## config.mk

```make
export PLATFORM = sky130hd
export DESIGN_NAME = fdl_interp
export DESIGN_NICKNAME = d
export VERILOG_FILES = /design/src/sv/fdl_pkg.sv /design/src/sv/fdl_interp.sv
export SDC_FILE = /design/constraint.sdc
export NUM_CORES = 1
export LEC_CHECK = 0
export BUFFER_PORTS_ARGS = -buffer_cell sky130_fd_sc_hd__buf_2
export CELL_PAD_IN_SITES_DETAIL_PLACEMENT = 1
export CELL_PAD_IN_SITES_GLOBAL_PLACEMENT = 2
export CORE_UTILIZATION = 33
export CTS_BUF_LIST = sky130_fd_sc_hd__clkbuf_8
export CTS_CLUSTER_SIZE = 30
export DETAILED_ROUTE_END_ITERATION = 8
export GPL_ROUTABILITY_DRIVEN = 1
export PLACE_DENSITY_LB_ADDON = 0.25
export SYNTH_ARGS = -nofsm -noshare
export SYNTH_HDL_FRONTEND = slang
export SYNTH_SLANG_ARGS = --single-unit
```

## constraint.sdc

```tcl
create_clock -name i_clk -period 12.7 [get_ports i_clk]
set_clock_uncertainty 0.1 [all_clocks]
set_input_delay 2.54 -clock i_clk [delete_from_list [all_inputs] [get_ports i_clk]]
set_output_delay 2.54 -clock i_clk [all_outputs]
set_load 0.01 [all_outputs]
```

## src/sv/fdl_pkg.sv

```systemverilog
// Package for the fractional delay line: field widths and parameter defaults for
// the core, the interpolator and the checker, and the interpolator's sample bias.
// No dependencies.
`timescale 1ns / 1ps
`default_nettype none

package fdl_pkg;

    localparam int SAMPLE_W       = 24;
    localparam int DELAY_W        = 24;
    localparam int CFG_LEN_W      = 17;

    localparam int TAPE_DEPTH_DEF = 65536;
    localparam int FRAC_BITS_DEF  = 8;

    // Length register value after reset.
    localparam logic [CFG_LEN_W-1:0] TAPE_LEN_RESET = 17'h10000;

    // XOR with this maps a signed Q1.23 sample onto an offset-binary value.
    localparam logic [SAMPLE_W-1:0] SAMPLE_BIAS = 24'h800000;

endpackage

`default_nettype wire

```

## src/sv/fdl_interp.sv

```systemverilog
// Linear interpolation stage of the fractional delay line: two weighted
// products, then rounding into the output register.
// Depends on fdl_pkg.
`timescale 1ns / 1ps
`default_nettype none

module fdl_interp #(
    parameter int FRAC_BITS = fdl_pkg::FRAC_BITS_DEF
) (
    input  wire                          i_clk,
    input  wire                          i_rst_n,
    input  wire                          i_valid,
    output logic                         o_ready,
    input  wire  [fdl_pkg::SAMPLE_W-1:0] i_tap_a,
    input  wire  [fdl_pkg::SAMPLE_W-1:0] i_tap_b,
    input  wire  [FRAC_BITS-1:0]         i_frac,
    output logic                         o_valid,
    input  wire                          i_ready,
    output logic [fdl_pkg::SAMPLE_W-1:0] o_data
);

    localparam int WGT_W  = FRAC_BITS + 1;
    localparam int PROD_W = fdl_pkg::SAMPLE_W + WGT_W;
    localparam int SUM_W  = PROD_W + 1;
    localparam logic [WGT_W-1:0] WGT_ONE = {1'b1, {FRAC_BITS{1'b0}}};

    logic                         r_prod_valid;
    logic [PROD_W-1:0]            r_prod_a;
    logic [PROD_W-1:0]            r_prod_b;
    logic                         r_out_valid;
    logic [fdl_pkg::SAMPLE_W-1:0] r_out_data;

    logic                         out_go;
    logic                         prod_ready;
    logic [fdl_pkg::SAMPLE_W-1:0] ua;
    logic [fdl_pkg::SAMPLE_W-1:0] ub;
    logic [WGT_W-1:0]             wgt_a;
    logic [WGT_W-1:0]             wgt_b;
    logic [PROD_W-1:0]            n_prod_a;
    logic [PROD_W-1:0]            n_prod_b;
    logic [SUM_W-1:0]             sum;
    logic [fdl_pkg::SAMPLE_W-1:0] n_out_data;

    assign out_go     = !r_out_valid || i_ready;
    assign prod_ready = !r_prod_valid || out_go;
    assign o_ready    = prod_ready;

    always_comb begin
        ua       = i_tap_a ^ fdl_pkg::SAMPLE_BIAS;
        ub       = i_tap_b ^ fdl_pkg::SAMPLE_BIAS;
        wgt_b    = {1'b0, i_frac};
        wgt_a    = WGT_ONE - wgt_b;
        n_prod_a = PROD_W'(ua) * PROD_W'(wgt_a);
        n_prod_b = PROD_W'(ub) * PROD_W'(wgt_b);
        // Half an LSB of the result rounds to nearest, ties upward.
        sum      = SUM_W'(r_prod_a) + SUM_W'(r_prod_b)
                 + (SUM_W'(1) << (FRAC_BITS - 1));
        n_out_data = sum[FRAC_BITS +: fdl_pkg::SAMPLE_W] ^ fdl_pkg::SAMPLE_BIAS;
    end

    always_ff @(posedge i_clk) begin
        if (!i_rst_n) begin
            r_prod_valid <= 1'b0;
            r_out_valid  <= 1'b0;
        end else begin
            if (prod_ready) begin
                r_prod_valid <= i_valid;
            end
            if (out_go) begin
                r_out_valid <= r_prod_valid;
            end
        end
    end

    always_ff @(posedge i_clk) begin
        if (prod_ready) begin
            r_prod_a <= n_prod_a;
            r_prod_b <= n_prod_b;
        end
        if (out_go) begin
            r_out_data <= n_out_data;
        end
    end

    assign o_valid = r_out_valid;
    assign o_data  = r_out_data;

endmodule

`default_nettype wire

```

=== After elaboration in Yosys (flattened, before gate mapping) ===
Cells that the tools add are included.

* Input bits: 60
* Logic and storage cells: 17
* Flip-flop bits (word level): 90
* Output and inout port bits: 26

* Bitwise operators: 3
* Reductions and logical operators: 4
* $add $sub $neg: 3
* Multipliers: 2

{| class="wikitable"
|+ Operators with widths
! kind !! count
|-
| adder 32 bit || 1
|-
| adder 32 x 8 -> 32 bit, second input constant || 1
|-
| multiplier 24 x 8 -> 32 bit || 1
|-
| multiplier 24 x 9 -> 32 bit || 1
|-
| subtractor 9 x 8 -> 9 bit, first input constant || 1
|-
| inverter 1 bit || 3
|-
| zero test 1 bit || 2
|-
| logical OR 1 bit || 2
|}

=== Logic depth before layout (Yosys ltp) ===
* Depth after elaboration: 3
* Depth in mapped cells: 25

=== Worst setup path before layout ===
OpenSTA, ideal clock, no wires.

* Path type: input port to flip-flop
* From: in i_frac[0]
* To: reg r_prod_a[30], data pin
* Path buffers: 2
* Required time: 12,340 ps
* Path slack: 4,399 ps
* Stages on the path: 24
* Data arrival time: 7,941 ps
* Cell sequence: clkbuf_1 -> inv_1 -> ha_1 -> nor3b_1 -> nand2_1 -> xor2_1 -> clkbuf_1 -> nand2_1 -> fa_1 -> fa_1 -> inv_1 -> fa_1 -> inv_1 -> fa_1 -> inv_1 -> ha_1 -> and2_4 -> o21a_4 -> o311ai_4 -> a21oi_2 -> o41ai_4 -> a311oi_1 -> a311oi_2 -> xnor2_1

* Cells in the longest elaborated chain, start to end: 2

{| class="wikitable"
|+ RTL lines
! what !! RTL line !! RTL
|-
| start, declared || fdl_interp.sv:16 || <nowiki>input wire [FRAC_BITS-1:0] i_frac,</nowiki>
|-
| subtractor 9 x 8 -> 9 bit || fdl_interp.sv:52 || <nowiki>wgt_a = WGT_ONE - wgt_b;</nowiki>
|-
| multiplier 24 x 9 -> 32 bit || fdl_interp.sv:53 || <nowiki>n_prod_a = PROD_W'(ua) * PROD_W'(wgt_a);</nowiki>
|-
| via n_prod_a[30] || fdl_interp.sv:39 || <nowiki>logic [PROD_W-1:0] n_prod_a;</nowiki>
|-
| end signal, assigned || fdl_interp.sv:77 || <nowiki>r_prod_a <= n_prod_a;</nowiki>
|-
| end, declared || fdl_interp.sv:28 || <nowiki>logic [PROD_W-1:0] r_prod_a;</nowiki>
|}

The timed path passes the listed nets, and every way through them passes these cells.
A chain may end at the register's enable or synchronous reset.

=== Worst setup path in the final report ===
Ends and elaborated chain as after synthesis.

==> run metrics <==
final hold vios 0; placed cell area 0.01826 mm²; fmax around 110 MHz; Post-CTS Hold Fix Bufs 0; routed wire length 43.73 mm; Die Height around 230 µm; reg-to-reg slack, setup 9.50 ns; CTS sink count 90; Seq/Total Area, Yosys 0.1566; Hold Slack approximately 0.43 ns; cts bufs inserted 9; XOR/XNOR share of the synthesized area 0.04140; setup bufs post-CTS 0; post-route setup TNS 0 ns; most common cell in the netlist inv_1; mux contribution to synthesized area 0.001241; Design Area, Final 0.01844 mm²; Cells after Synth 1817; Leak slightly below 9 nW; H-Tree Level Count 3; class of the most critical hold timing path register to register; Clock Tree Root clkbuf_8; first-pass GRT wire length about 74 mm; Final GP Congestion 0.7852; count of endpoints failing setup in the final report 0; vias per cell 4.862; chip width roughly 230 µm; period utilization 0.7058; final core occ 0.3595; I/O pins 86; synth unique cells 63; Post-synth ARST share 0; Port Buf Inserts 85; critical path arrival about 9 ns; dpl hpwl ~37 mm; antenna fix cells 0; status finished, final reports clean; post-synthesis compound-gate area fraction 0.09558; Filler cells approximately 6000; Synth Flop Type edfxtp_1; layout cell share with drive strength beyond 1 0.06867; cts repair resizes 0; Core ar. just over 0.05 mm²; CP endpoint kind register; Antenna Nets Post-Route 0; RSZ-0062 raised after global routing no; Iteration-0 DRC Markers ~450; DRC viols 0; adder and majority cell fraction of the synthesized area 0.4532; Netlist Area Pre-Place roughly 0.017 mm²; number of flops mapped to enable cells by yosys a little under 90; pwr/cell area ~260 mW/mm²; Post-Syn Nets around 2300; drt pass-1 iters 4; Final #Nets 2368; vias in the first global route about 14000; Syn Area/Cell 9.430 µm²; Setup CP Type primary input to register; Setup WS post-layout ~3.7 ns; GRT overflow 0; largest family of logic cells by synthesized area adder cells; VDD IR max between 0.09 and 0.1 mV; min Tclk post-route 8.964 ns; #FFs+latches synth 90; critical path fanouts, max 32; Wirelength per Cell approximately 17 µm; Clock transition at path regs about 0.10 ns; post-synth top area share 0.3341; vias roughly 12000; most common library cells after synthesis inv_1, fa_1, nand2_1; Synth Area in Simple Gates 0.1725; clk_lat worst skew 0.39 ns; initial antenna violation count 0; Synth area leaders fa_1, edfxtp_1, ha_1; largest net degree at the start of global routing between 40 and 50; Worst-Margin Slew about 0.95 ns; Synth area leader fa_1; Initial Utilization 0.3340; layout overhead on the synthesized area 7.623%; DIE AREA roughly 0.053 mm²; gr usage total 0.1729; max-slew violation count 0; Max-slew headroom 0.3647; critical path data required time ~13 ns; synth warn 0; row cnt 83; worst slack, placed roughly 3.2 ns; Max Cap Viol 0; CP Launch Type primary input; CTS tree built; Longest Clk Path Bufs 2
per-stage QoR:
stage | total power [mW] | std cells
finish | 4.763 | 2544
global route | 5.340 | 2544
CTS | 4.846 | 2544
detailed placement | 4.632 | 2528
global placement | 4.597 | 2528
floorplan | 3.557 | 1817
cell usage in the layout, fill, tap and decap left out, types with 11 or more instances in the layout:
cell type  netlist  routed
buf_2            1      85
o211ai_1        11      11
a21oi_1         75      75
o21a_1          19      19
nand4_1         13      13
and2_1         202     202
a21o_1          34      34
nor2_1          43      43
xor2_1          31      31
nand3_1         16      16
inv_1          299     299
nor2b_1         25      25
ha_1           163     163
xnor2_1         50      49
nand2_1        244     243
nand2b_1        12      12
fa_1           286     286
o21ai_0         31      31
edfxtp_1        88      88
metal layers:
| layer | wire (µm) | GRT usage | share of wire | vias to the layer above |
|---|---|---|---|---|
| li1 | - | - | - | 5858 |
| met1 | 21780 | 0.2427 | 0.50 | 6377 |
| met2 | 20730 | 0.2947 | 0.47 | 109 |
| met3 | 650 | 0.01029 | 0.015 | 25 |
| met4 | 560 | 0.03291 | 0.013 | 0 |
| met5 | 0 | 0 | 0 | - |
logic make-up after synthesis:
group	Yosys count
flops	90
mux	2
simple gates	589
xor+xnor	81
buf+inv	363
compound gates	243
fa+ha+maj	449
final cells by class:
cell class | count | area, µm² | share of cell area
flip-flops and latches | 90 | 2683 | 0.1455
clock inverters | 7 | 57.56 | 0.003121
well taps | 680 | 850.8 | 0.04614
inverters | 299 | 1122 | 0.06086
multi-input cells | 1364 | 13100 | 0.7106
clock buffers | 9 | 123.9 | 0.006717
repair buffers | 95 | 500.5 | 0.02714
registers in the layout, summed over array words and instances (netlist names):
signal / cells
r_prod_b: 32
r_prod_a: 32
o_valid: 1
o_data: 24
r_prod_valid: 1
path summary, 6_finish.rpt:
kind              depth (start not counted)    startpoint           end
setup / recovery                         21     i_frac[0]  r_prod_a[30]
hold / removal                            1  r_prod_valid       o_valid
setup reg to reg                         10   r_prod_b[4]    o_data[20]
hold reg to reg                           1  r_prod_valid       o_valid
where the power goes:
part | internal, mW | switching, mW
Combinational | 1.56 | 2.28
Clock | 0.0745 | 0.112
Sequential | 0.674 | 0.0686
Total | 2.31 | 2.46
worst max-delay path, cell delays in order:
cell and delay, ns:
buf_2 0.35, buf_4 0.46, inv_1 0.13, ha_1 0.93
nand2_1 0.17, fa_1 0.54, inv_1 0.05, fa_1 0.49
fa_1 0.57, inv_1 0.06, fa_1 0.48, inv_1 0.05
ha_1 0.38, nand3_1 0.10, a21oi_1 0.29, o311ai_4 0.14
a21oi_2 0.29, o41ai_4 0.12, a311oi_1 0.49, a311oi_2 0.18
xnor2_1 0.16
(Power assumes the default switching activity.)
